### config.mk
export PLATFORM = sky130hd
export DESIGN_NAME = tbb_axis_bound
export DESIGN_NICKNAME = d
export VERILOG_FILES = /design/src/design/tbb_pkg.sv /design/src/design/tbb_axis_bound.sv
export SDC_FILE = /design/constraint.sdc
export NUM_CORES = 1
export LEC_CHECK = 0
export BUFFER_PORTS_ARGS = -buffer_cell sky130_fd_sc_hd__buf_2
export CORE_UTILIZATION = 31
export CTS_BUF_LIST = sky130_fd_sc_hd__clkbuf_4
export DETAILED_ROUTE_END_ITERATION = 16
export GPL_TIMING_DRIVEN = 0
export PLACE_DENSITY = 0.49
export SYNTH_ARGS = -nofsm -noshare
export SYNTH_HDL_FRONTEND = slang
export SYNTH_SLANG_ARGS = --single-unit
### constraint.sdc
create_clock -name i_clk -period 8.2 [get_ports i_clk]
set_input_delay 0.82 -clock i_clk [delete_from_list [all_inputs] [get_ports i_clk]]
set_output_delay 0.82 -clock i_clk [all_outputs]
set_load 0.02 [all_outputs]
### src/design/tbb_pkg.sv
// Shared types, widths and reset constants for the transformed bounding box block.
package tbb_pkg;

    // Field widths.
    localparam int COORD_W   = 32;
    localparam int COEF_W    = 16;
    localparam int ROW_W     = 3 * COEF_W;
    localparam int CFG_IDX_W = 3;

    // Exact product, sum, rounded and offset widths of one transform row.
    localparam int PROD_W    = COEF_W + COORD_W;
    localparam int ACC_W     = PROD_W + 2;
    localparam int FRAC_SH   = 12;
    localparam int RND_W     = ACC_W - FRAC_SH;
    localparam int SUM_W     = RND_W + 1;

    // Half of one Q16.16 step in the Q22.28 sum, used for rounding.
    localparam logic signed [ACC_W-1:0] ROUND_HALF = ACC_W'(2048);

    // Saturation limits for a Q16.16 coordinate.
    localparam logic signed [COORD_W-1:0] COORD_MAX = 32'sh7FFF_FFFF;
    localparam logic signed [COORD_W-1:0] COORD_MIN = 32'sh8000_0000;

    // Register reset values; the three rows form the identity (1.0 in Q4.12).
    localparam logic [ROW_W-1:0] ROW_X_RESET = 48'h0000_0000_1000;
    localparam logic [ROW_W-1:0] ROW_Y_RESET = 48'h0000_1000_0000;
    localparam logic [ROW_W-1:0] ROW_Z_RESET = 48'h1000_0000_0000;

    // Configuration register indexes.
    typedef enum logic [CFG_IDX_W-1:0] {
        REG_ROW_X    = 3'd0,
        REG_ROW_Y    = 3'd1,
        REG_ROW_Z    = 3'd2,
        REG_OFFSET_X = 3'd3,
        REG_OFFSET_Y = 3'd4,
        REG_OFFSET_Z = 3'd5
    } t_cfg_reg;

    typedef logic signed [COORD_W-1:0] t_coord;

    // Current configuration as seen by the datapath.
    typedef struct packed {
        logic [ROW_W-1:0] row_x;
        logic [ROW_W-1:0] row_y;
        logic [ROW_W-1:0] row_z;
        t_coord           offset_x;
        t_coord           offset_y;
        t_coord           offset_z;
    } t_cfg;

endpackage

### src/design/tbb_axis_bound.sv
// Running minimum and maximum of one axis, cleared on a start request.
module tbb_axis_bound import tbb_pkg::*; (
    input  logic   i_clk,
    input  logic   i_rst_n,
    input  logic   i_en,
    input  logic   i_clear,
    input  t_coord i_coord,
    output t_coord o_lo,
    output t_coord o_hi
);

    t_coord r_lo;
    t_coord r_hi;
    t_coord n_lo;
    t_coord n_hi;
    t_coord base_lo;
    t_coord base_hi;

    // A start request widens from an empty box at the origin.
    assign base_lo = i_clear ? '0 : r_lo;
    assign base_hi = i_clear ? '0 : r_hi;

    // Ties keep the current bound.
    assign n_lo = (i_coord < base_lo) ? i_coord : base_lo;
    assign n_hi = (i_coord > base_hi) ? i_coord : base_hi;

    always_ff @(posedge i_clk) begin
        if (!i_rst_n) begin
            r_lo <= '0;
            r_hi <= '0;
        end else if (i_en) begin
            r_lo <= n_lo;
            r_hi <= n_hi;
        end
    end

    assign o_lo = r_lo;
    assign o_hi = r_hi;

endmodule

======== Yosys cells after proc, flatten, opt, wreduce, memory -nomap -nowiden ========
Cells that the tools add are included.
storage, ports and cells
  logic and storage cells ................. 8
  bits of input ports ..................... 36
  register bits ........................... 64
cells by class
  order comparisons ....................... 2
  muxes and demuxes ....................... 4
operator list
  kind                         number
  32-bit two-way mux           4
  32-bit > comparator          1
  32-bit less-than comparator  1

======== Logic depth before layout (Yosys ltp) ========
  depth in word-level cells ............... 3
  depth in mapped cells ................... 12
  gate-level depth less buffers ........... 9

======== Least setup slack after synthesis ========
OpenSTA, ideal clock, no wires.
  path type ............................... in2reg
  start point ............................. input port i_clear
  end point ............................... register r_hi[0] (netlist: o_hi[0])
  arrival time ............................ 3.182 ns
  path buffers ............................ 3
  cell stages on the path ................. 12
  path slack .............................. 4.901 ns
  path through ............................ buf_4 clkbuf_1 nand2b_1 ha_1 nor2b_1 o211ai_1 a21oi_1 o311a_1 nor3_1 mux2_2 buf_2 a22o_1
between the ends
  cells in the longest elaborated chain, start to end .. 3
RTL lines
  item                    line                  RTL
  start: declaration      tbb_axis_bound.sv:6   input logic i_clear,
  32-bit two-way mux *    tbb_axis_bound.sv:21  assign base_hi = i_clear ? '0 : r_hi;
  32-bit > comparator     tbb_axis_bound.sv:25  assign n_hi = (i_coord > base_hi) ? i_coord : base_hi;
  32-bit two-way mux *    tbb_axis_bound.sv:25
  end signal: assignment  tbb_axis_bound.sv:33  r_hi <= n_hi;
  end: declaration        tbb_axis_bound.sv:13  t_coord r_hi;
Mark *: on every way between the ends. The rest lies on a longest branch, timed or not.
A chain may end at the register's enable or synchronous reset.

======== Worst setup path after layout ========
  start point ............................. input port i_clear
  end point ............................... register r_hi[20] (netlist: o_hi[20])
Same word-level chain as after synthesis.

==> key figures <==
Status
  • Run status: completed

STA
  • Final setup fails: 0
  • Clock Skew: about 27 ps
  • Hold slack: approximately 510 ps
  • Final slew viol count: 0
  • Hold Vio Cnt, Final: 0
  • Max Fclk: approximately 240 MHz
  • Fin crit period: 4210 ps
  • Headroom to the max-slew limit: 0.352
  • Tcrit/Tclk final: 0.513
  • Worst setup margin: ~4000 ps
  • Setup TNS: 0 ps
  • RSZ-0062 raised after global routing: no
  • Slew @ Worst Pin: between 900 and 1000 ps

Logic synthesis
  • Ys async rst share: 0
  • Mapped Cells: a little over 500
  • Post-Synth XOR/XNOR Area: 0
  • Count of cell types in the netlist: 47
  • Compound-Gate Fraction of Synth Area: 0.274
  • Post-synth EDFFs: 0
  • Post-Synth Adder-Cell Area: 0.170
  • Post-synth top cells: dfxtp_1, ha_1, nand2b_1
  • Syn Area/Cell: a little over 9 um2
  • Primary FF master, synth: dfxtp_1
  • Synthesis warning total: 0
  • Yosys reg bits: 64
  • Synthesized cell area: ~4600 um2
  • Syn Nets: 610
  • Mux share of post-synthesis cell area: 0.00243
  • Post-Synth Simple-Gate Area: 0.210
  • Synth area leader: dfxtp_1
  • Top cells by area, synth: dfxtp_1, ha_1, nand2b_1
  • Synth top area share: 0.276
  • Main combinational cell family by area after synthesis: compound AO/OA/AOI/OAI gates
  • Seq/Total Area, Yosys: 0.276
  • Top-count cell post-synth: dfxtp_1

Clock tree
  • Htree depth: 3
  • Post-CTS Setup Inserts: 0
  • Clock net sink count: 64
  • Worst-path clk slew: approximately 100 ps
  • Clock Latency Late Sink: 460 ps
  • Post_cts resized: 0
  • Num CTS Buffers: 9
  • CTS tree: yes
  • Max clock buf depth: 2
  • Root Buffer: clkbuf_4
  • Post-CTS Hold Buffers: 0

Critical path
  • Cell mode on critical path: clkbuf_1
  • CP Max Fanout: 10
  • Crit path capture type: register
  • Crit-path slowest cell: nor4_1
  • Crit path cell chain: buf_2, buf_4, clkbuf_1, nand2b_1, ha_1, nand4_1, nor4_1, o31a_1, nor3_1, a221o_1, clkbuf_1, a22o_1
  • R2R setup slack: 4700 ps
  • Worst endpoint data arrival time: roughly 4600 ps
  • Max incr delay on CP: ~890 ps
  • Crit Path Class: input port to register
  • WP data required: around 8600 ps
  • CP startpoint kind: input port

Global routing
  • Vias in the first global route: about 4.4k
  • Pin count of the biggest net entering global routing: 11
  • Congestion Overflow GR: 0
  • First-pass GRT wire length: 23.8 mm
  • Tot GR Track Use: 0.197
  • Initial antenna violation count: 0

Route
  • DR pass1 iterations: 5
  • Via count: approximately 4.4k
  • Final ANT Viol Nets: 0
  • Mean routed wirelength per cell: between 15 and 20 um
  • Vias per std cell: about 5.4
  • Wirelength, routed: ~15 mm
  • DR iter-0 viols: about 280
  • DRC viols: 0

Floorplanning
  • Total core area: approximately 15000 um2
  • Die X: 124 um
  • I/O pin total: 100
  • Die Y-Extent: 124 um
  • Initial Utilization: 0.318
  • Die area: approximately 15000 um2
  • Row count: 44

Layout
  • Antenna diodes: 0
  • Area of the multi-input gates: between 3000 and 4000 um2
  • Fillers: about 1.5k
  • Area Growth Syn to Fin: 17.7%
  • Post-route cell area: between 5000 and 6000 um2
  • Sequential Area: between 1000 and 1500 um2
  • Fin util: 0.374
  • Layout cells sized above 1: 0.250
  • Final Net Count: 720

Hold path
  • Worst hold path type: register to register

Placement
  • Dpl cell area: 5360 um2
  • Post-DP HPWL: approximately 11 mm
  • Input/output buffers: 99
  • Final GP Congestion: slightly above 0.8
  • Pre-CTS worst setup slack: roughly 3600 ps

Pwr
  • Pwr Density: 145 nW/um2
  • Pleak: between 2 and 2.5 nW
  • Max VDD drop: roughly 0.08 mV

Flow run
  • Max-Cap Viols: 0
-- flip-flops by register name, indices dropped and copies added (netlist names) --
| register | flops |
|---|---|
| o_lo | 32 |
| o_hi | 32 |
-- routing by layer --
layer,track usage,part of all wire
met5,0,0
met4,0.0709,0.023
met3,0.0485,0.046
met2,0.314,0.46
met1,0.255,0.48
-- worst paths after layout --
kind                                from  endpoint  cells after the start
worst min-delay path            o_hi[11]  o_hi[11]                      1
worst min register to register  o_hi[11]  o_hi[11]                      1
worst max-delay path             i_clear  o_hi[20]                     12
worst max register to register  o_hi[31]  o_hi[20]                      9
-- layout make-up --
class	count	share of cell area
plain buffers	35	0.0543
flip-flops and latches	64	0.235
well taps	184	0.0422
multi-input cells	407	0.557
clock buffers	11	0.0151
inverters	5	0.00344
repair buffers	99	0.0908
clock inverters	3	0.00206
-- cell families (layout without fill, tap and decap cells) --
kind of cell	Yosys count	after routing
adders and majority gates	63	63
buffers and inverters	40	153
AOI/OAI and AO/OA	187	187
and+or+nand+nor	156	156
muxes	1	1
DFF	64	64
-- report_power, final --
part | switching (W) | internal (W)
sequential | 0.0000203 | 0.000334
clock | 0.000124 | 0.0000631
combinational | 0.000150 | 0.000101
total | 0.000295 | 0.000498
-- critical path, delay by kind of cell --
kind / cells / cell delay, ps
buf+inv: 4 / 930
simple gates: 4 / 1440
compound gates: 3 / 1050
fa+ha+maj: 1 / 310
-- metrics by stage --
stage | total power (W) | cells
after detailed placement | 0.000614 | 794
final | 0.000793 | 808
after CTS | 0.000805 | 808
after global routing | 0.000846 | 808
after floorplan | 0.000524 | 511
after global placement | 0.000609 | 794
-- cells in the final DEF, fill, tap and decap left out, types with 3 or more instances in the layout --
master,Yosys,final
a21o_1,5,5
a21oi_1,58,58
a22o_1,32,32
a31oi_1,31,31
and2b_2,12,12
buf_2,5,104
buf_6,7,7
clkbuf_1,10,10
clkbuf_4,1,12
clkbuf_8,8,8
clkinv_1,0,3
dfxtp_1,64,64
ha_1,63,63
inv_1,5,5
nand2_1,16,16
nand2b_1,63,63
nand4_1,13,13
nor2_1,6,6
nor2b_1,25,25
nor3_1,5,5
nor4_1,5,5
o211ai_1,35,35
o21ai_0,14,14
Power figures use the tool's default switching activity.
