$ cat src/design/tbb_pkg.sv
// Shared types, widths and reset constants for the transformed bounding box block.
package tbb_pkg;

    // Field widths.
    localparam int COORD_W   = 32;
    localparam int COEF_W    = 16;
    localparam int ROW_W     = 3 * COEF_W;
    localparam int CFG_IDX_W = 3;

    // Exact product, sum, rounded and offset widths of one transform row.
    localparam int PROD_W    = COEF_W + COORD_W;
    localparam int ACC_W     = PROD_W + 2;
    localparam int FRAC_SH   = 12;
    localparam int RND_W     = ACC_W - FRAC_SH;
    localparam int SUM_W     = RND_W + 1;

    // Half of one Q16.16 step in the Q22.28 sum, used for rounding.
    localparam logic signed [ACC_W-1:0] ROUND_HALF = ACC_W'(2048);

    // Saturation limits for a Q16.16 coordinate.
    localparam logic signed [COORD_W-1:0] COORD_MAX = 32'sh7FFF_FFFF;
    localparam logic signed [COORD_W-1:0] COORD_MIN = 32'sh8000_0000;

    // Register reset values; the three rows form the identity (1.0 in Q4.12).
    localparam logic [ROW_W-1:0] ROW_X_RESET = 48'h0000_0000_1000;
    localparam logic [ROW_W-1:0] ROW_Y_RESET = 48'h0000_1000_0000;
    localparam logic [ROW_W-1:0] ROW_Z_RESET = 48'h1000_0000_0000;

    // Configuration register indexes.
    typedef enum logic [CFG_IDX_W-1:0] {
        REG_ROW_X    = 3'd0,
        REG_ROW_Y    = 3'd1,
        REG_ROW_Z    = 3'd2,
        REG_OFFSET_X = 3'd3,
        REG_OFFSET_Y = 3'd4,
        REG_OFFSET_Z = 3'd5
    } t_cfg_reg;

    typedef logic signed [COORD_W-1:0] t_coord;

    // Current configuration as seen by the datapath.
    typedef struct packed {
        logic [ROW_W-1:0] row_x;
        logic [ROW_W-1:0] row_y;
        logic [ROW_W-1:0] row_z;
        t_coord           offset_x;
        t_coord           offset_y;
        t_coord           offset_z;
    } t_cfg;

endpackage

$ cat src/design/tbb_row_xform.sv
// One row of the affine transform: dot product, rounding, offset and saturation.
module tbb_row_xform import tbb_pkg::*; (
    input  logic [ROW_W-1:0] i_row,
    input  t_coord           i_offset,
    input  t_coord           i_x,
    input  t_coord           i_y,
    input  t_coord           i_z,
    output t_coord           o_coord
);

    logic signed [COEF_W-1:0] coef_x;
    logic signed [COEF_W-1:0] coef_y;
    logic signed [COEF_W-1:0] coef_z;
    logic signed [PROD_W-1:0] prod_x;
    logic signed [PROD_W-1:0] prod_y;
    logic signed [PROD_W-1:0] prod_z;
    logic signed [ACC_W-1:0]  acc;
    logic signed [ACC_W-1:0]  biased;
    logic signed [RND_W-1:0]  rounded;
    logic signed [SUM_W-1:0]  shifted;

    // Unpack the Q4.12 coefficients.
    assign coef_x = i_row[COEF_W-1:0];
    assign coef_y = i_row[2*COEF_W-1:COEF_W];
    assign coef_z = i_row[3*COEF_W-1:2*COEF_W];

    // Exact Q20.28 products and their sum.
    assign prod_x = coef_x * i_x;
    assign prod_y = coef_y * i_y;
    assign prod_z = coef_z * i_z;
    assign acc    = ACC_W'(prod_x) + ACC_W'(prod_y) + ACC_W'(prod_z);

    // Round half up to Q16.16 with an arithmetic shift, then add the offset.
    assign biased  = acc + ROUND_HALF;
    assign rounded = biased[ACC_W-1:FRAC_SH];
    assign shifted = SUM_W'(rounded) + SUM_W'(i_offset);

    // Clamp to the signed 32-bit range when the upper bits disagree.
    always_comb begin
        if (!shifted[SUM_W-1] && (|shifted[SUM_W-2:COORD_W-1])) begin
            o_coord = COORD_MAX;
        end else if (shifted[SUM_W-1] && !(&shifted[SUM_W-2:COORD_W-1])) begin
            o_coord = COORD_MIN;
        end else begin
            o_coord = shifted[COORD_W-1:0];
        end
    end

endmodule

$ cat config.mk
export PLATFORM = sky130hd
export DESIGN_NAME = tbb_row_xform
export DESIGN_NICKNAME = d
export VERILOG_FILES = /design/src/design/tbb_pkg.sv /design/src/design/tbb_row_xform.sv
export SDC_FILE = /design/constraint.sdc
export NUM_CORES = 2
export LEC_CHECK = 0
export BUFFER_PORTS_ARGS = -buffer_cell sky130_fd_sc_hd__buf_2
export CAP_MARGIN = 20
export CORE_ASPECT_RATIO = 1.75
export CORE_UTILIZATION = 50
export DETAILED_ROUTE_END_ITERATION = 10
export PLACE_DENSITY = 0.69
export SETUP_SLACK_MARGIN = 0.02
export SYNTH_ARGS = -nofsm -noshare
export SYNTH_HDL_FRONTEND = slang
export SYNTH_SLANG_ARGS = --single-unit
$ cat constraint.sdc
create_clock -name vclk -period 26.4
set_input_delay 1.32 -clock vclk [all_inputs]
set_output_delay 1.32 -clock vclk [all_outputs]
set_load 0.05 [all_outputs]
### After elaboration in Yosys (flattened, before gate mapping)

Cells that the tools add are included.

| cells by class | value |
|---|---|
| reduce and logical (&&, ||, !) cells | 6 |
| multipliers | 3 |
| $add $sub $neg | 4 |
| muxes and demuxes | 2 |

Operator list:

| kind | count |
|---|---|
| $mul A16 B32 Y48 | 3 |
| $mux W32 | 2 |
| $add A49 B48 Y50 | 1 |
| $add A50 B13 Y50 const B | 1 |
| $add A48 B48 Y49 | 1 |
| $add A38 B32 Y39 | 1 |
| $reduce_and A7 Y1 | 1 |
| $reduce_or A7 Y1 | 1 |
| $logic_and A1 B1 Y1 | 2 |
| $logic_not A1 Y1 | 2 |

| word-level totals | value |
|---|---|
| word-level logic and storage cells | 15 |
| output and inout port bits | 32 |
| register bits | 0 |

### Logic depth before layout (Yosys ltp)

| logic depth | value |
|---|---|
| word-level depth | 10 |
| mapped depth | 43 |
| mapped depth without buffers | 40 |

### Least setup slack after synthesis

OpenSTA, ideal clock, no wires.

| path | value |
|---|---|
| path kind | input port to output port |
| from | in i_x[8] |
| to | out o_coord[10] |
| cell stages on the path | 38 |
| buffers on the path | 2 |
| arrival time | 11.273 ns |
| path slack | 13.807 ns |
| cell sequence | clkbuf_1 > nand2_1 > fa_1 > inv_1 > fa_1 > fa_1 > fa_1 > inv_1 > fa_1 > inv_1 > fa_1 > fa_1 > fa_1 > inv_1 > fa_1 > inv_1 > ha_1 > a21o_1 > [2 not listed] > a221o_1 > a21oi_1 > o211ai_1 > a31o_1 > nand2_1 > nand2_1 > xor2_1 > ha_1 > buf_2 > and3_1 > nor2b_1 > nand2b_1 > o21ai_2 > a31oi_1 > o31ai_1 > xor2_1 > a41oi_2 > o31ai_2 |

| between the ends | value |
|---|---|
| longest elaborated chain between the ends | 10 |
| elaborated cells on any way between the ends | 13 |
| classes of those cells | 4 x add/sub; 1 x mul; 2 x mux; 6 x reduce/logical |

Ends and longest elaborated chain:

| element | RTL line | source |
|---|---|---|
| start: declaration | tbb_row_xform.sv:5 | `input t_coord i_x,` |
| $mul A16 B32 Y48 (*) | tbb_row_xform.sv:28 | `assign prod_x = coef_x * i_x;` |
| $add A48 B48 Y49 (*) | tbb_row_xform.sv:31 | `assign acc = ACC_W'(prod_x) + ACC_W'(prod_y) + ACC_W'(prod_z);` |
| $add A49 B48 Y50 (*) | tbb_row_xform.sv:31 |  |
| $add A50 B13 Y50 (*) | tbb_row_xform.sv:34 | `assign biased = acc + ROUND_HALF;` |
| $add A38 B32 Y39 (*) | tbb_row_xform.sv:36 | `assign shifted = SUM_W'(rounded) + SUM_W'(i_offset);` |
| $reduce_and A7 Y1 | tbb_row_xform.sv:42 | `end else if (shifted[SUM_W-1] && !(&shifted[SUM_W-2:COORD_W-1])) begin` |
| $logic_not A1 Y1 | tbb_row_xform.sv:42 |  |
| $logic_and A1 B1 Y1 | tbb_row_xform.sv:42 |  |
| $mux W32 | tbb_row_xform.sv:42 |  |
| $mux W32 (*) | tbb_row_xform.sv:40 | `if (!shifted[SUM_W-1] && (\|shifted[SUM_W-2:COORD_W-1])) begin` |
| end: declaration | tbb_row_xform.sv:8 | `output t_coord o_coord` |

Mark *: on every way between the ends. The rest lies on a longest branch, timed or not.

### Final worst setup path

| path | value |
|---|---|
| from | in i_row[23] |
| to | out o_coord[10] |

| between the ends | value |
|---|---|
| longest elaborated chain between the ends | 10 |
| elaborated cells on any way between the ends | 13 |
| classes of those cells | 4 x add/sub; 1 x mul; 2 x mux; 6 x reduce/logical |

Ends and longest elaborated chain:

| element | RTL line | source |
|---|---|---|
| start: declaration | tbb_row_xform.sv:3 | `input logic [ROW_W-1:0] i_row,` |
| $mul A16 B32 Y48 (*) | tbb_row_xform.sv:29 | `assign prod_y = coef_y * i_y;` |
| $add A48 B48 Y49 (*) | tbb_row_xform.sv:31 |  |
| $add A49 B48 Y50 (*) | tbb_row_xform.sv:31 |  |
| $add A50 B13 Y50 (*) | tbb_row_xform.sv:34 |  |
| $add A38 B32 Y39 (*) | tbb_row_xform.sv:36 |  |
| $reduce_and A7 Y1 | tbb_row_xform.sv:42 |  |
| $logic_not A1 Y1 | tbb_row_xform.sv:42 |  |
| $logic_and A1 B1 Y1 | tbb_row_xform.sv:42 |  |
| $mux W32 | tbb_row_xform.sv:42 |  |
| $mux W32 (*) | tbb_row_xform.sv:40 |  |

Marked as above.

==> impl_metrics.yaml <==
run_status:
  status: "complete, no violations"
sta:
  fin_tns_setup_ns: 0
  setup_viol_count_final: 0
  rsz0062_at_grt: "false"
  period_minus_slack_ns: 14.31
  drv_slew: 0
  final-hold-violation-count: 0
  slew_headroom_pct: 39.8
  period_share_pct: 54.2
  fmax_ghz: 0.0699
  tightest_slew_ns: 0.903
global_routing:
  grt_max_degree: 34
  track_usage_pct: 26.2
  grt_pass1_vias: 43000
  grt_pass1_wl_um: 227000
  antenna_found_initial: 20
  grt_overflow: 0
synthesis:
  synth_common_cells: "inv_1, fa_1, nand2_1"
  synth.most_common_cell: "inv_1"
  yosys_warnings: 0
  syn-num-nets: 8104
  yosys.area.top_type_share_pct: 60.8
  synth_top_area_cell: "fa_1"
  netlist_instances: 5977
  synth_area_leaders: "fa_1, inv_1, nand2_1, ha_1, and2_1"
  ys_seq_area_share_pct: 0
  syn_avg_cell_area_um2: 9.19
  synth_area_um2: 54900
  ys_types: 64
die:
  core_area_um2: 109000
  die_w_um: 253
  io_pins: 208
  die_y_um: 441
  initial_core_util_pct: 50.5
  die_area_um2: 111000
  row_count: 160
finish:
  regArea_um2: 0
  stdcell_area_um2: 56900
  post_route_cells_drive_above_1_share_pct: 4.56
  final_nets: 8069
  seq_cells: 0
  nClkBuffers: 0
  areaGrowthSynthToFinish_pct: 3.55
  fillers: 9971
  multiInputGateArea_um2: 47300
critical_path:
  arrival_ns: 12.99
  critPathCaptureType: "primary output"
  max_stage_delay_ns: 0.61
  crit_type: "input port to primary output"
  cp_max_fo: 32
  cp_common_cell: "fa_1"
  crit_slowest_cell: "a21oi_1"
  required_ns: 25.08
  start_kind: "input port"
job:
  cap_violations: 0
worst_hold_path:
  whs_path_depth: 5
  hold_class: "input port to primary output"
  whs_endpoint: "o_coord[0]"
  holdCritStartpoint: "i_offset[0]"
place:
  place.gp.congestion: 0.892
  port_buffers: 208
  place_area_um2: 56900
  dp_hpwl_um: 125000
detailed_routing:
  num_vias: 38100
  drt_iter0_drc: 2259
  drc: 0
  vias_per_cell: 5.15
  drt_first_pass_iters: 5
  antenna_left: 0
  drt_wl_total_um: 136000
  post_drt_wl_per_cell_um: 18.4
clocking:
  cts_setup_buffers: 0
  cts_hold_buffers: 0
  cts_resized: 0
metal layers:
metal | wire length, µm | GRT usage (%) | share of wire [%]
met4 | 2770 | 5.37 | 2.0
met5 | 156 | 0 | 0.11
met3 | 7310 | 2.40 | 5.4
met2 | 70100 | 46.3 | 51
met1 | 56000 | 35.1 | 41
how the worst max path moves through the flow:
| stage | slack [ns] | cells after the start | end | startpoint |
|---|---|---|---|---|
| 2_1_floorplan | 13.81 | 38 | o_coord[10] | i_x[8] |
| 3_5_place_dp | 12.09 | 33 | o_coord[10] | i_row[15] |
| 3_3_place_gp | 12.14 | 36 | o_coord[10] | i_row[23] |
| 6_report | 12.09 | 36 | o_coord[10] | i_row[23] |
| 4_1_cts | 12.07 | 36 | o_coord[10] | i_row[23] |
| 5_1_grt | 11.63 | 36 | o_coord[10] | i_row[23] |
through the flow:
step                      cells  utilization (%)  hold WS (ns)  setup slack [ns]
after floorplan            5977                -          3.06             13.81
after global placement     7398             52.3          3.26             12.14
after detailed placement   7398             52.3          3.27             12.09
after CTS                  7398             52.3          3.27             12.07
after global routing       7402             52.3          3.28             11.63
final                      7405             52.3          3.26             12.09
cell families after synthesis:
family,after synthesis,share of synthesized area (%)
adders and majority gates,1951,67.2
AOI/OAI and AO/OA,239,3.20
xor gates and xnor gates,86,1.37
and+or+nand+nor,1678,14.3
buffers and inverters,2023,13.9
layout by cell type, fill, tap and decap left out, types with 12 or more instances in the layout:
cell and count:
ha_1 282, a21o_1 32, and2_1 466, xor2_1 33
a21oi_1 57, xnor2_1 53, inv_1 1767, buf_2 208
o21ai_0 22, nor2b_1 33, fa_1 1669, o211ai_1 12
nor2_1 54, nand2_1 1011, o21ai_2 32, nand3_1 14
nand2b_1 60
area by class of cell:
type,count,share of cell area [%]
multi-input combinational,3954,83.1
timing repair buffer,219,1.97
tap,1458,3.21
antenna,7,0.0308
inverter,1767,11.7
worst max-delay path, delay by kind of cell:
| family | cells | cell delay, ns |
|---|---|---|
| AO/OA/AOI/OAI | 13 | 4.02 |
| XOR/XNOR | 1 | 0.15 |
| adder cells (fa/ha/maj) | 11 | 5.37 |
| buffers and inverters | 8 | 1.40 |
| AND/OR/NAND/NOR | 3 | 0.64 |
Power is left out: the tool's default activity adds up to more than one toggle a clock period on the data nets, which glitch-free logic cannot reach.
