$ cat config.mk
export PLATFORM = sky130hd
export DESIGN_NAME = tbb_cfg_regs_flat
export DESIGN_NICKNAME = d
export VERILOG_FILES = /design/src/design/tbb_pkg.sv /design/src/design/tbb_intf.sv /design/src/design/tbb_cfg_regs.sv /design/src/flat_wrapper.sv
export SDC_FILE = /design/constraint.sdc
export NUM_CORES = 1
export LEC_CHECK = 0
export BUFFER_PORTS_ARGS = -buffer_cell sky130_fd_sc_hd__buf_2
export CAP_MARGIN = 20
export CORE_MARGIN = 3
export CORE_UTILIZATION = 31
export CTS_CLUSTER_DIAMETER = 60
export DETAILED_ROUTE_END_ITERATION = 6
export SYNTH_ARGS = -nofsm -noshare
export SYNTH_HDL_FRONTEND = slang
export SYNTH_SLANG_ARGS = --single-unit
$ cat constraint.sdc
create_clock -name i_clk -period 2.05 [get_ports i_clk]
set_clock_uncertainty 0.15 [all_clocks]
set_input_delay 0.3075 -clock i_clk [delete_from_list [all_inputs] [get_ports i_clk]]
set_output_delay 0.3075 -clock i_clk [all_outputs]
set_load 0.005 [all_outputs]
$ cat src/design/tbb_pkg.sv
// Shared types, widths and reset constants for the transformed bounding box block.
package tbb_pkg;

    // Field widths.
    localparam int COORD_W   = 32;
    localparam int COEF_W    = 16;
    localparam int ROW_W     = 3 * COEF_W;
    localparam int CFG_IDX_W = 3;

    // Exact product, sum, rounded and offset widths of one transform row.
    localparam int PROD_W    = COEF_W + COORD_W;
    localparam int ACC_W     = PROD_W + 2;
    localparam int FRAC_SH   = 12;
    localparam int RND_W     = ACC_W - FRAC_SH;
    localparam int SUM_W     = RND_W + 1;

    // Half of one Q16.16 step in the Q22.28 sum, used for rounding.
    localparam logic signed [ACC_W-1:0] ROUND_HALF = ACC_W'(2048);

    // Saturation limits for a Q16.16 coordinate.
    localparam logic signed [COORD_W-1:0] COORD_MAX = 32'sh7FFF_FFFF;
    localparam logic signed [COORD_W-1:0] COORD_MIN = 32'sh8000_0000;

    // Register reset values; the three rows form the identity (1.0 in Q4.12).
    localparam logic [ROW_W-1:0] ROW_X_RESET = 48'h0000_0000_1000;
    localparam logic [ROW_W-1:0] ROW_Y_RESET = 48'h0000_1000_0000;
    localparam logic [ROW_W-1:0] ROW_Z_RESET = 48'h1000_0000_0000;

    // Configuration register indexes.
    typedef enum logic [CFG_IDX_W-1:0] {
        REG_ROW_X    = 3'd0,
        REG_ROW_Y    = 3'd1,
        REG_ROW_Z    = 3'd2,
        REG_OFFSET_X = 3'd3,
        REG_OFFSET_Y = 3'd4,
        REG_OFFSET_Z = 3'd5
    } t_cfg_reg;

    typedef logic signed [COORD_W-1:0] t_coord;

    // Current configuration as seen by the datapath.
    typedef struct packed {
        logic [ROW_W-1:0] row_x;
        logic [ROW_W-1:0] row_y;
        logic [ROW_W-1:0] row_z;
        t_coord           offset_x;
        t_coord           offset_y;
        t_coord           offset_z;
    } t_cfg;

endpackage

$ cat src/design/tbb_intf.sv


interface tbb_cfg_if import tbb_pkg::*; ();
    logic                 valid;
    logic                 ready;
    logic [CFG_IDX_W-1:0] index;
    logic [ROW_W-1:0]     data;

    modport source (output valid, index, data, input ready);
    modport sink   (input valid, index, data, output ready);
endinterface

$ cat src/design/tbb_cfg_regs.sv
// Configuration register file: three coefficient rows and three offsets.
module tbb_cfg_regs import tbb_pkg::*; (
    input  logic      i_clk,
    input  logic      i_rst_n,
    tbb_cfg_if.sink   i_cfg,
    output t_cfg      o_cfg
);

    t_cfg r_cfg;
    t_cfg n_cfg;

    // Writes are always taken; indexes past the list are dropped.
    assign i_cfg.ready = 1'b1;

    // Decode the register index of a write request.
    always_comb begin
        n_cfg = r_cfg;
        if (i_cfg.valid) begin
            unique case (i_cfg.index)
                REG_ROW_X:    n_cfg.row_x    = i_cfg.data;
                REG_ROW_Y:    n_cfg.row_y    = i_cfg.data;
                REG_ROW_Z:    n_cfg.row_z    = i_cfg.data;
                REG_OFFSET_X: n_cfg.offset_x = i_cfg.data[COORD_W-1:0];
                REG_OFFSET_Y: n_cfg.offset_y = i_cfg.data[COORD_W-1:0];
                REG_OFFSET_Z: n_cfg.offset_z = i_cfg.data[COORD_W-1:0];
                default: ;
            endcase
        end
    end

    always_ff @(posedge i_clk) begin
        if (!i_rst_n) begin
            r_cfg.row_x    <= ROW_X_RESET;
            r_cfg.row_y    <= ROW_Y_RESET;
            r_cfg.row_z    <= ROW_Z_RESET;
            r_cfg.offset_x <= '0;
            r_cfg.offset_y <= '0;
            r_cfg.offset_z <= '0;
        end else begin
            r_cfg <= n_cfg;
        end
    end

    assign o_cfg = r_cfg;

endmodule

$ cat src/flat_wrapper.sv
// flat-port wrapper written by rule: the top's interface ports become plain ports
module tbb_cfg_regs_flat import tbb_pkg::*;
  (i_clk, i_rst_n, o_cfg, i_cfg_valid, i_cfg_index, i_cfg_data, i_cfg_ready);
  tbb_cfg_if i_cfg_i ();
  input  logic i_clk;
  input  logic i_rst_n;
  output t_cfg o_cfg;
  input wire logic [$bits(i_cfg_i.valid)-1:0] i_cfg_valid;
  input wire logic [$bits(i_cfg_i.index)-1:0] i_cfg_index;
  input wire logic [$bits(i_cfg_i.data)-1:0] i_cfg_data;
  output wire logic [$bits(i_cfg_i.ready)-1:0] i_cfg_ready;
  assign i_cfg_i.valid = i_cfg_valid;
  assign i_cfg_i.index = i_cfg_index;
  assign i_cfg_i.data = i_cfg_data;
  assign i_cfg_ready = i_cfg_i.ready;
  tbb_cfg_regs u_core (.i_clk(i_clk), .i_rst_n(i_rst_n), .i_cfg(i_cfg_i), .o_cfg(o_cfg));
endmodule
# [After elaboration in Yosys (flattened, before gate mapping)]
# Index checks and enable logic that the tools add are counted.
[totals] reg_bits=240 inputBits=54 elab_cells=18
[op_classes] eq_ne=5 n_reduce_logical=7
[ops] op="AND reduction 2 bit" count=6
[ops] op="== test 3 x 2 -> 1 bit (second input constant)" count=2
[ops] op="== test 3 bit (second input constant)" count=2
[ops] op="== test 3 x 1 -> 1 bit (second input constant)" count=1
[ops] op="zero test 3 bit" count=1

# [Logic depth before layout (Yosys ltp)]
# Gate-level depths: netlist of run 1.
[depth] ltp_word=2 ltp_mapped=5 depth_no_buf=2

# [Worst setup path after synthesis of run 1]
# Ideal clock, no wire load.
[synth_path] path_kind="input port to flip-flop" start="input port i_cfg_index[1]" end="register u_core.r_cfg, in the netlist u_core.o_cfg[219]" setup_ns=0.123 t_arrival_ns=1.332 required_ns=1.777 setup_slack_ns=0.445 cell_stages=5 path_cell_list="or4b_1 -> clkbuf_1 -> buf_6 -> buf_6 -> mux2i_1"
[synth_between] elab_chain_len=2
[synth_rtl] item="from (decl)" line_no="flat_wrapper.sv:9" rtl="input wire logic [$bits(i_cfg_i.index)-1:0] i_cfg_index;"
[synth_rtl] item="zero test 3 bit" line_no="tbb_cfg_regs.sv:19" rtl="unique case (i_cfg.index)"
[synth_rtl] item="AND reduction 2 bit (no line)"
[synth_rtl] item="to (signal assigned)" line_no="tbb_cfg_regs.sv:40" rtl="r_cfg <= n_cfg;"
[synth_rtl] item="to (decl)" line_no="tbb_cfg_regs.sv:9" rtl="t_cfg r_cfg;"
# Every way passes these cells.
# A chain may end at the register's enable or synchronous reset.

# [Worst setup path after layout of run 1]
[layout_path] start="register u_core.r_cfg, in the netlist u_core.o_cfg[110]" end="output port o_cfg[110] in the netlist's numbering"
[layout_lines] item="to (decl)" line_no="flat_wrapper.sv:7" rtl="output t_cfg o_cfg;"
# No word-level cell between the ends.

==> qor.csv, run 1 <==
stage;metric;value;unit
clock_network;post-CTS sizing;0;
sta;Final Hold Viols;0;
place;PortBufs;293;
sta;Final WS setup;0.580;ns
sta;post-layout min period;1.47;ns
finish;Reg area;4800;µm²
clock_network;TritonCTS buffer count;26;
floorplanning;Initial Utilization;31.8;%
clock_network;clock buffer depth;3;
power;pwr/cell area;855;nW/µm²
sta;# setup viols final;0;
route;Iteration-0 DRC Markers;230;
floorplanning;Die Ht;173;µm
run;max cap viols;0;
min_path;Worst Hold Path EP;u_core.o_cfg[225]$_SDFFE_PN0P_;
floorplanning;Die ar.;30000;µm²
global_routing;vias in the first global route;6830;
route;via/cell ratio;4.47;
global_routing;met1 GRT Util;20.1;%
route;via count;6854;
synthesis;Cell Area, Synth;8670;µm²
worst_setup_path;FF-to-FF Start;u_core.o_cfg[140]$_SDFFE_PN1P_;
clock_network;H-tree depth;1;
synthesis;Synth Net Count;894;
worst_setup_path;reg2reg end;u_core.o_cfg[140]$_SDFFE_PN1P_;
worst_setup_path;CP cell instances;buf_2;
finish;Final #Nets;1200;
finish;Post-Layout Cell Count;1535;
finish;Layout area overhead;35.9;%
worst_setup_path;critical path class;reg -> out;
synthesis;Avg Synthesized Cell Area;10.3;µm²
worst_setup_path;CP required;1.59;ns
synthesis;Yosys cell types;13;
sta;period utilisation layout;71.7;%
worst_setup_path;maximum fanout along the worst path;2;
clock_network;root buf cell;clkbuf_16;
finish;FILL cells;2631;
sta;max-slew violation count;0;
floorplanning;Die Wd;173;µm
power;leakage power;6.42;nW
global_routing;grt ovf;0;
sta;Peak Freq;680;MHz
finish;ant diodes;0;
synthesis;leading area contributor after synthesis;dfxtp_1;
worst_setup_path;Critical Path Source Type;flop;
min_path;HP Start;i_cfg_data[33];
worst_setup_path;Worst R2R Setup Slack;1.27;ns
synthesis;top post-synthesis cells by area;dfxtp_1 55%, mux2i_1 28%, nand2_1 12%, clkbuf_1 1.6%, buf_2 1.2%;
worst_setup_path;critical path capture point type;output pin;
worst_setup_path;critical-path cell with the highest stage delay;dfxtp_1;
worst_setup_path;WP buf/inv;1;
clock_network;TritonCTS Sinks;240;
worst_setup_path;Max stage delay on crit path;0.36;ns
place;Cells after DPL;1473;
global_routing;met3 GRT Util;5.34;%
place;GPL Wtd Cong;0.739;
route;routed len/inst;15.8;µm
finish;max reg flops;240;
global_routing;initial antenna violation count;0;
floorplanning;IO Count;295;
worst_setup_path;critical path data arrival time;1.01;ns
clock_network;TritonCTS clock tree;built;
power;Worst VDD drop;0.455;mV
place;DP Worst Slack;0.287;ns
min_path;Worst Hold Depth;3;
place;DPL Wire Length;17000;µm
status;status;finished, final reports clean;
synthesis;top cell type's share of synthesized area;55.4;%
floorplanning;CORE AREA;27300;µm²
clock_network;Clock transition at path regs;0.06;ns
global_routing;GRT busiest layer;met2;
synthesis;Syn Inst Count;840;
synthesis;FF+latch count, synth;240;
sta;final hold slack;0.00743;ns
worst_setup_path;R2R depth;2;
route;Routed Antenna Nets;0;
floorplanning;Site Rows;60;
global_routing;grt met2 use;25.4;%
global_routing;largest net degree at the start of global routing;49;
route;# DRC;0;
synthesis;post-synthesis sequential area ratio;55.4;%
synthesis;Synth Warn #;0;
route;drt total wl;24200;µm
sta;unrepaired setup endpoints after global routing;false;
finish;Multi-input gate area;3650;µm²
route;DR pass1 iterations;6;
min_path;worst hold path class;in -> reg;
global_routing;GRT Overall Usage;15.6;%
finish;share of layout cells above drive strength 1;31.5;%
global_routing;first-pass GRT wire length;38700;µm
clock_network;Clk Latency, worst-skew pair;0.51;ns
worst_setup_path;Top delay family on crit path;flip-flops;
sta;TNS Setup;0;ns
layout make-up:
type	instances	share of cell area, %
Timing Repair Buffer	339	17.1
Clock buffer	39	6.63
Multi-Input combinational cell	539	31.0
Clock inverter	6	0.595
Sequential cell	240	40.8
Tap cell	372	3.95
stage by stage:
step | util (%) | cell area (µm²) | total power [mW]
5_1_grt | 43.2 | 11800 | 10.5
4_1_cts | 43.2 | 11800 | 10.2
2_1_floorplan | - | 8670 | 5.24
6_report | 43.2 | 11800 | 10.1
3_5_place_dp | 39.5 | 10800 | 5.57
3_3_place_gp | 39.5 | 10800 | 5.56
worst max-delay path by stage:
stage	from	slack, ns	endpoint	cells past startpoint
after detailed placement	i_cfg_index[1]	0.29	u_core.o_cfg[229]$_SDFFE_PN0P_	4
after CTS	u_core.o_cfg[110]$_SDFFE_PN0P_	0.56	o_cfg[110]	1
final	u_core.o_cfg[110]$_SDFFE_PN0P_	0.58	o_cfg[110]	1
after global placement	i_cfg_index[1]	0.32	u_core.o_cfg[239]$_SDFFE_PN0P_	4
after global routing	u_core.o_cfg[206]$_SDFFE_PN0P_	0.53	o_cfg[206]	1
after floorplan	i_cfg_index[1]	0.45	u_core.o_cfg[219]$_SDFFE_PN0P_	5
layer usage:
metal	up-vias	wire length [µm]	share of wire (%)
li1	3384	-	-
met1	3226	10800	44
met2	217	11000	45
met3	27	1970	8.1
met4	0	498	2.1
met5	-	0	0
logic make-up after synthesis:
group | after synthesis | synth area share, %
and+or+nand+nor | 298 | 13.6
DFF | 240 | 55.4
other | 1 | 0.0433
buffers and inverters | 61 | 3.25
muxes | 240 | 27.7
layout by cell type, fill, tap and decap left out, drive strengths merged:
| master | n |
|---|---|
| clkinv | 5 |
| nor2b | 6 |
| mux2i | 240 |
| bufinv | 1 |
| dlygate4sd3 | 17 |
| nor4bb | 2 |
| clkbuf | 40 |
| dfxtp | 240 |
| or4b | 1 |
| nand4b | 2 |
| buf | 321 |
| conb | 1 |
| nand2 | 285 |
| nand4bb | 2 |
timing repair:
item,4_1_cts,5_1_grt
hold endpoints to repair,47,0
hold buffers,17,0
setup buffers,0,0
setup endpoints to repair,0,0
cells in the mapped netlist (all sizes together):
master   instances
nand4bb          2
nor2b            6
clkbuf          36
mux2i          240
nor4bb           2
nand4b           2
nand2          285
dfxtp          240
conb             1
or4b             1
buf             25
power by group:
| group | leakage [nW] | internal (mW) | switching [mW] | total (mW) |
|---|---|---|---|---|
| Sequential | 1.94 | 4.77 | 0.0504 | 4.82 |
| Combinational | 4.05 | 0.293 | 0.372 | 0.665 |
| Clock | 0.420 | 2.75 | 1.84 | 4.59 |
No activity file was read; power rests on OpenSTA's default activity.
==> run 2: changes to the inputs <==
--- a/config.mk
+++ b/config.mk
@@ -5,6 +5,7 @@
 export SDC_FILE = /design/constraint.sdc
 export NUM_CORES = 1
 export LEC_CHECK = 0
+export ABC_AREA = 1
 export BUFFER_PORTS_ARGS = -buffer_cell sky130_fd_sc_hd__buf_2
 export CAP_MARGIN = 20
 export CORE_MARGIN = 3
==> constraint.sdc (replaced) <==
create_clock -name i_clk -period 1.2 [get_ports i_clk]
set_clock_uncertainty 0.15 [all_clocks]
set_input_delay 0.18 -clock i_clk [delete_from_list [all_inputs] [get_ports i_clk]]
set_output_delay 0.18 -clock i_clk [all_outputs]
set_load 0.005 [all_outputs]
==> run 2 against run 1 <==
Effect of this change:
- power increased by 90%
- critical path type unchanged
- routed wire length rose by 38%
- highest routed layer is now met5
- the run now ends with setup timing left
- design area grew 23%
- sequential cell count did not move
- setup slack worse by 0.71 ns
- core utilization rose by 5.2 points
- global-route usage up 3.8 points
==> qor.csv, run 2 <==
stage;metric;value;unit
worst_setup_path;Worst R2R Setup Slack;0.34;ns
synthesis;Simple-Gate Fraction of Synth Area;42.0;%
status;status;finished, violations left;
worst_setup_path;Critical Path Source Type;flop;
synthesis;FF+latch count, synth;240;
finish;commonest cells after routing, fill and taps aside;474 x nor2_1, 252 x nand2_1, 240 x nand3_1, 240 x dfxtp_2, 168 x buf_2;
route;drt total wl;33400;µm
synthesis;Syn Inst Count;1372;
clock_network;clock buffer depth;3;
status;violated checks;setup timing;
worst_setup_path;CP required;0.87;ns
finish;Multi-input gate area;4040;µm²
sta;final hold slack;0.109;ns
place;GPL Wtd Cong;0.827;
place;Cells after DPL;2015;
clock_network;Clk Latency, worst-skew pair;0.53;ns
worst_setup_path;maximum fanout along the worst path;2;
synthesis;Yosys cell types;12;
sta;post-layout min period;1.33;ns
synthesis;leading area contributor after synthesis;dfxtp_1;
worst_setup_path;Max stage delay on crit path;0.36;ns
worst_setup_path;critical path capture point type;output pin;
place;PortBufs;293;
route;via/cell ratio;4.68;
clock_network;TritonCTS clock tree;built;
sta;period utilisation layout;111;%
finish;most common cell after layout, fill and taps aside;nor2_1;
worst_setup_path;WP buf/inv;1;
worst_setup_path;Top delay family on crit path;flip-flops;
finish;Post-Layout Cell Count;2132;
route;Routed Antenna Nets;0;
sta;Peak Freq;753;MHz
synthesis;largest family of logic cells by synthesized area;simple AND/OR/NAND/NOR gates;
synthesis;top-count cell post-synth;nor2_1;
global_routing;initial antenna violation count;2;
worst_setup_path;Crit path depth;1;
worst_setup_path;CP cell instances;buf_6;
synthesis;Synth Net Count;1426;
worst_setup_path;critical-path cell with the highest stage delay;dfxtp_2;
global_routing;vias in the first global route;9342;
synthesis;xor/xnor share of the synthesized area;0;%
clock_network;H-tree depth;1;
finish;Reg area;5100;µm²
synthesis;Synth Flop Type;dfxtp_1;
synthesis;synth cell count leaders;483 x nor2_1, 252 x nand2_1, 240 x dfxtp_1, 240 x nand3_1, 50 x inv_1;
global_routing;first-pass GRT wire length;51800;µm
synthesis;Post-synth EDFFs;0;
synthesis;Avg Synthesized Cell Area;6.88;µm²
power;leakage power;6.77;nW
worst_setup_path;critical path class;reg -> out;
global_routing;grt ovf;0;
power;Worst VDD drop;0.912;mV
sta;# setup viols final;240;
clock_network;TritonCTS buffer count;28;
min_path;worst hold path class;in -> reg;
synthesis;fraction of registers with async set/reset;0;%
floorplanning;Initial Utilization;31.7;%
worst_setup_path;R2R depth;3;
finish;share of layout cells above drive strength 1;38.4;%
power;pwr/cell area;1320;nW/µm²
floorplanning;IO Count;295;
synthesis;top cell type's share of synthesized area;50.9;%
synthesis;Synth Warn #;0;
synthesis;post-synthesis sequential area ratio;50.9;%
sta;max-slew violation count;0;
finish;Final #Nets;1775;
clock_network;root buf cell;clkbuf_16;
worst_setup_path;critical path data arrival time;1.00;ns
route;via count;9969;
route;# DRC;0;
route;Iteration-0 DRC Markers;538;
finish;FILL cells;2858;
route;routed len/inst;15.7;µm
min_path;Worst Hold Depth;6;
route;DR pass1 iterations;5;
clock_network;Clock transition at path regs;0.06;ns
synthesis;mux share of post-synthesis cell area;0;%
floorplanning;Die Wd;181;µm
sta;unrepaired setup endpoints after global routing;true;
synthesis;Post-Synth Adder-Cell Area;0;%
sta;Final Hold Viols;0;
synthesis;Synth Area in Compound Gates;0;%
finish;Layout area overhead;53.0;%
floorplanning;Die Ht;181;µm
sta;Final WS setup;-0.128;ns
finish;max reg flops;240;
global_routing;GRT Overall Usage;19.4;%
synthesis;top post-synthesis cells by area;dfxtp_1 51%, nor2_1 19%, nand3_1 13%, nand2_1 10%, buf_2 2.4%;
synthesis;Cell Area, Synth;9440;µm²
run;max cap viols;0;
floorplanning;CORE AREA;29800;µm²
global_routing;largest net degree at the start of global routing;44;
floorplanning;Die ar.;32600;µm²
floorplanning;Site Rows;63;
clock_network;TritonCTS Sinks;240;
place;DPL Wire Length;22200;µm
run 2: cell types whose count changed in the layout (fill, tap and decap cells not counted), moves of 17 or more:
cell           previous run  this run
buf_12                   12        29
buf_2                   292       168
buf_4                    17        48
buf_6                     0       124
dfxtp_1                 240         0
dfxtp_2                   0       240
dlygate4sd3_1            17        50
inv_1                     0        50
mux2i_1                 240         0
nand2_1                 285       252
nand3_1                   0       240
nor2_1                    0       474
run 2: cells by family after synthesis:
logic type | after synthesis
flip-flops | 240
other | 1
AND/OR/NAND/NOR | 976
buffers and inverters | 155
run 2: cell type report:
class	instances	share of cell area, %
diodes	1	0.0173
clock buffers	43	5.94
clock inverters	7	0.355
inverters	54	1.40
multi-input cells	977	28.0
flip-flops and latches	240	35.3
well taps	390	3.38
repair buffers	420	25.6
run 2: power by group:
part | total [mW] | internal, mW | leakage [nW] | switching (mW)
logic | 2.32 | 1.08 | 4.26 | 1.25
clock network | 8.29 | 4.92 | 0.449 | 3.37
registers | 8.49 | 8.31 | 2.06 | 0.189
run 2: what timing repair did:
action,4_1_cts,5_1_grt
resized for setup,324,41
setup endpoints to repair,240,252
endpoints found under the hold margin,237,0
hold buffers,50,0
buffers inserted,8,8
run 2: worst min-delay path, delay by kind of cell:
family | cells | cell delay, ns
AND/OR/NAND/NOR | 4 | 0.25
buffers and inverters | 2 | 0.32
run 2: final timing paths:
kind	startpoint	endpoint
max	u_core.o_cfg[154]$_SDFFE_PN0P_	o_cfg[154]
max reg2reg	u_core.o_cfg[75]$_SDFFE_PN0P_	u_core.o_cfg[75]$_SDFFE_PN0P_
min	i_cfg_index[0]	u_core.o_cfg[140]$_SDFFE_PN1P_
min reg2reg	u_core.o_cfg[179]$_SDFFE_PN0P_	u_core.o_cfg[179]$_SDFFE_PN0P_
run 2: stage by stage:
stage          worst slack, ns  util (%)  instance area [µm²]  setup TNS, ns  total power [mW]
2_1_floorplan          0.00665         -                 9440              0              9.62
3_3_place_gp            -0.218      39.7                11800         -38.73              10.6
3_5_place_dp            -0.247      39.7                11800         -42.82              10.6
4_1_cts                 -0.152      47.4                14100         -30.07              19.2
5_1_grt                 -0.175      48.5                14400         -33.52              19.9
6_report                -0.128      48.5                14400         -24.04              19.1
run 2: metal layers:
layer | vias up | wire [µm] | GRT usage (%) | part of all wire, %
li1 | 4944 | - | - | -
met1 | 4566 | 14100 | 24.9 | 42
met2 | 393 | 15700 | 32.4 | 47
met3 | 64 | 2660 | 4.68 | 7.9
met4 | 2 | 862 | 5.83 | 2.6
met5 | - | 13 | 0 | 0.039
==> run 3: changes to the inputs <==
--- a/config.mk
+++ b/config.mk
@@ -10,6 +10,7 @@
 export CAP_MARGIN = 20
 export CORE_MARGIN = 3
 export CORE_UTILIZATION = 31
+export CTS_BUF_LIST = sky130_fd_sc_hd__clkbuf_8 sky130_fd_sc_hd__clkbuf_16
 export CTS_CLUSTER_DIAMETER = 60
 export DETAILED_ROUTE_END_ITERATION = 6
 export SYNTH_ARGS = -nofsm -noshare
==> run 3 against run 2 <==
Effect of this change:
- the run still ends with setup timing left
- cell count unchanged
- combinational power about the same
- core utilization unchanged
- design area unchanged
- first-iteration DRC count up 0.56%
- power down 0.26%
- sequential cell count unchanged
- via count about the same
- setup slack worse by 0.0034 ns
- critical path depth unchanged
- largest power group unchanged
- die area unchanged
- critical path type unchanged
==> qor.csv, run 3 (synthesized netlist as in run 2, its figures left out) <==
stage;metric;value;unit
status;status;finished, violations left;
status;violated checks;setup timing;
worst_setup_path;maximum fanout along the worst path;2;
place;DP Worst Slack;-0.247;ns
place;PortBufs;293;
sta;max-slew violation count;0;
worst_setup_path;CP required;0.87;ns
finish;FILL cells;2858;
route;via/cell ratio;4.68;
clock_network;clock buffer depth;3;
global_routing;vias in the first global route;9346;
finish;Layout area overhead;53.0;%
global_routing;first-pass GRT wire length;51800;µm
worst_setup_path;Top delay family on crit path;flip-flops;
route;drt total wl;33500;µm
floorplanning;Site Rows;63;
worst_setup_path;critical path capture point type;output pin;
clock_network;TritonCTS Sinks;240;
min_path;worst hold path class;in -> reg;
route;Routed Antenna Nets;0;
worst_setup_path;CP cell instances;buf_2;
route;met1 wire length;14400;µm
sta;unrepaired setup endpoints after global routing;true;
floorplanning;Die Ht;181;µm
finish;Final #Nets;1775;
floorplanning;Die ar.;32600;µm²
worst_setup_path;critical path class;reg -> out;
clock_network;root buf cell;clkbuf_16;
run;max cap viols;0;
route;via count;9970;
worst_setup_path;WP buf/inv;1;
worst_setup_path;critical path data arrival time;1.00;ns
global_routing;initial antenna violation count;2;
global_routing;largest net degree at the start of global routing;44;
power;leakage power;6.79;nW
worst_setup_path;Critical Path Source Type;flop;
finish;commonest cells after routing, fill and taps aside;474 x nor2_1, 252 x nand2_1, 240 x nand3_1, 240 x dfxtp_2, 168 x buf_2;
clock_network;TritonCTS clock tree;built;
sta;Final Hold Viols;0;
route;DR pass1 iterations;5;
route;wire length on met3;2560;µm
finish;most common cell after layout, fill and taps aside;nor2_1;
floorplanning;CORE AREA;29800;µm²
global_routing;grt ovf;0;
floorplanning;Initial Utilization;31.7;%
finish;max reg flops;240;
place;GPL Wtd Cong;0.827;
route;Iteration-0 DRC Markers;541;
sta;# setup viols final;240;
route;routed len/inst;15.7;µm
route;# DRC;0;
place;DPL Wire Length;22200;µm
power;Worst VDD drop;0.913;mV
worst_setup_path;Max stage delay on crit path;0.35;ns
sta;period utilisation layout;111;%
global_routing;GRT Overall Usage;19.4;%
sta;final hold slack;0.109;ns
sta;Peak Freq;751;MHz
power;pwr/cell area;1320;nW/µm²
clock_network;TritonCTS buffer count;28;
floorplanning;IO Count;295;
clock_network;H-tree depth;1;
sta;Final WS setup;-0.131;ns
floorplanning;Die Wd;181;µm
finish;share of layout cells above drive strength 1;38.4;%
sta;post-layout min period;1.33;ns
route;top layer in use;met5;
route;Detail Route met2 WL;15800;µm
worst_setup_path;critical-path cell with the highest stage delay;dfxtp_2;
clock_network;Clock transition at path regs;0.06;ns
clock_network;Clk Latency, worst-skew pair;0.53;ns
run 3: cell types whose count changed in the layout (fill, tap and decap cells not counted), sizes merged:
cell	previous run	this run
inv	57	63
clkbuf	43	37
run 3: path summary, 6_finish.rpt:
| check | slack [ns] | startpoint | end | cells after the start |
|---|---|---|---|---|
| min | 0.11 | i_cfg_index[0] | u_core.o_cfg[140]$_SDFFE_PN1P_ | 6 |
| max | -0.13 | u_core.o_cfg[175]$_SDFFE_PN0P_ | o_cfg[175] | 1 |
| max reg2reg | 0.34 | u_core.o_cfg[75]$_SDFFE_PN0P_ | u_core.o_cfg[75]$_SDFFE_PN0P_ | 3 |
| min reg2reg | 0.32 | u_core.o_cfg[230]$_SDFFE_PN0P_ | u_core.o_cfg[230]$_SDFFE_PN0P_ | 2 |
run 3: what timing repair did:
| action | CTS | global route |
|---|---|---|
| hold endpoints to repair | 237 | 0 |
| hold buffers | 50 | 0 |
| pin swaps | 0 | 0 |
| setup buffers | 8 | 8 |
| endpoints found under the setup margin | 240 | 252 |
| resized for setup | 324 | 41 |
run 3: layer usage:
layer | GRT usage (%) | vias to the layer above
li1 | - | 4942
met1 | 24.9 | 4605
met2 | 32.4 | 366
met3 | 4.68 | 55
met4 | 5.83 | 2
met5 | 0 | -
run 3: where the power goes:
part | internal [mW] | total (mW) | switching (mW) | leakage, nW
clock | 4.87 | 8.23 | 3.37 | 0.474
combinational | 1.08 | 2.33 | 1.25 | 4.26
sequential | 8.31 | 8.49 | 0.189 | 2.06
run 3: cell type report:
| cell class | instances | area, µm² | share of cell area [%] |
|---|---|---|---|
| clock inverter | 13 | 73.8 | 0.511 |
| inverter | 54 | 203 | 1.40 |
| clock buffer | 37 | 836 | 5.79 |
| timing repair buffer | 420 | 3690 | 25.6 |
| sequential | 240 | 5100 | 35.3 |
| multi-input combinational | 977 | 4040 | 28.0 |
| antenna | 1 | 2.50 | 0.0173 |
| tap | 390 | 488 | 3.38 |
run 3: through the flow:
step                instance area (µm²)  utilization [%]  TNS [ns]  cells  power [mW]
global route                      14400             48.5    -33.51   2132        19.9
detailed placement                11800             39.7    -42.82   2015        10.6
global placement                  11800             39.7    -38.73   2015        10.6
finish                            14400             48.5    -24.00   2132        19.1
floorplan                          9440                -         0   1372        9.62
CTS                               14100             47.4    -30.08   2123        19.1
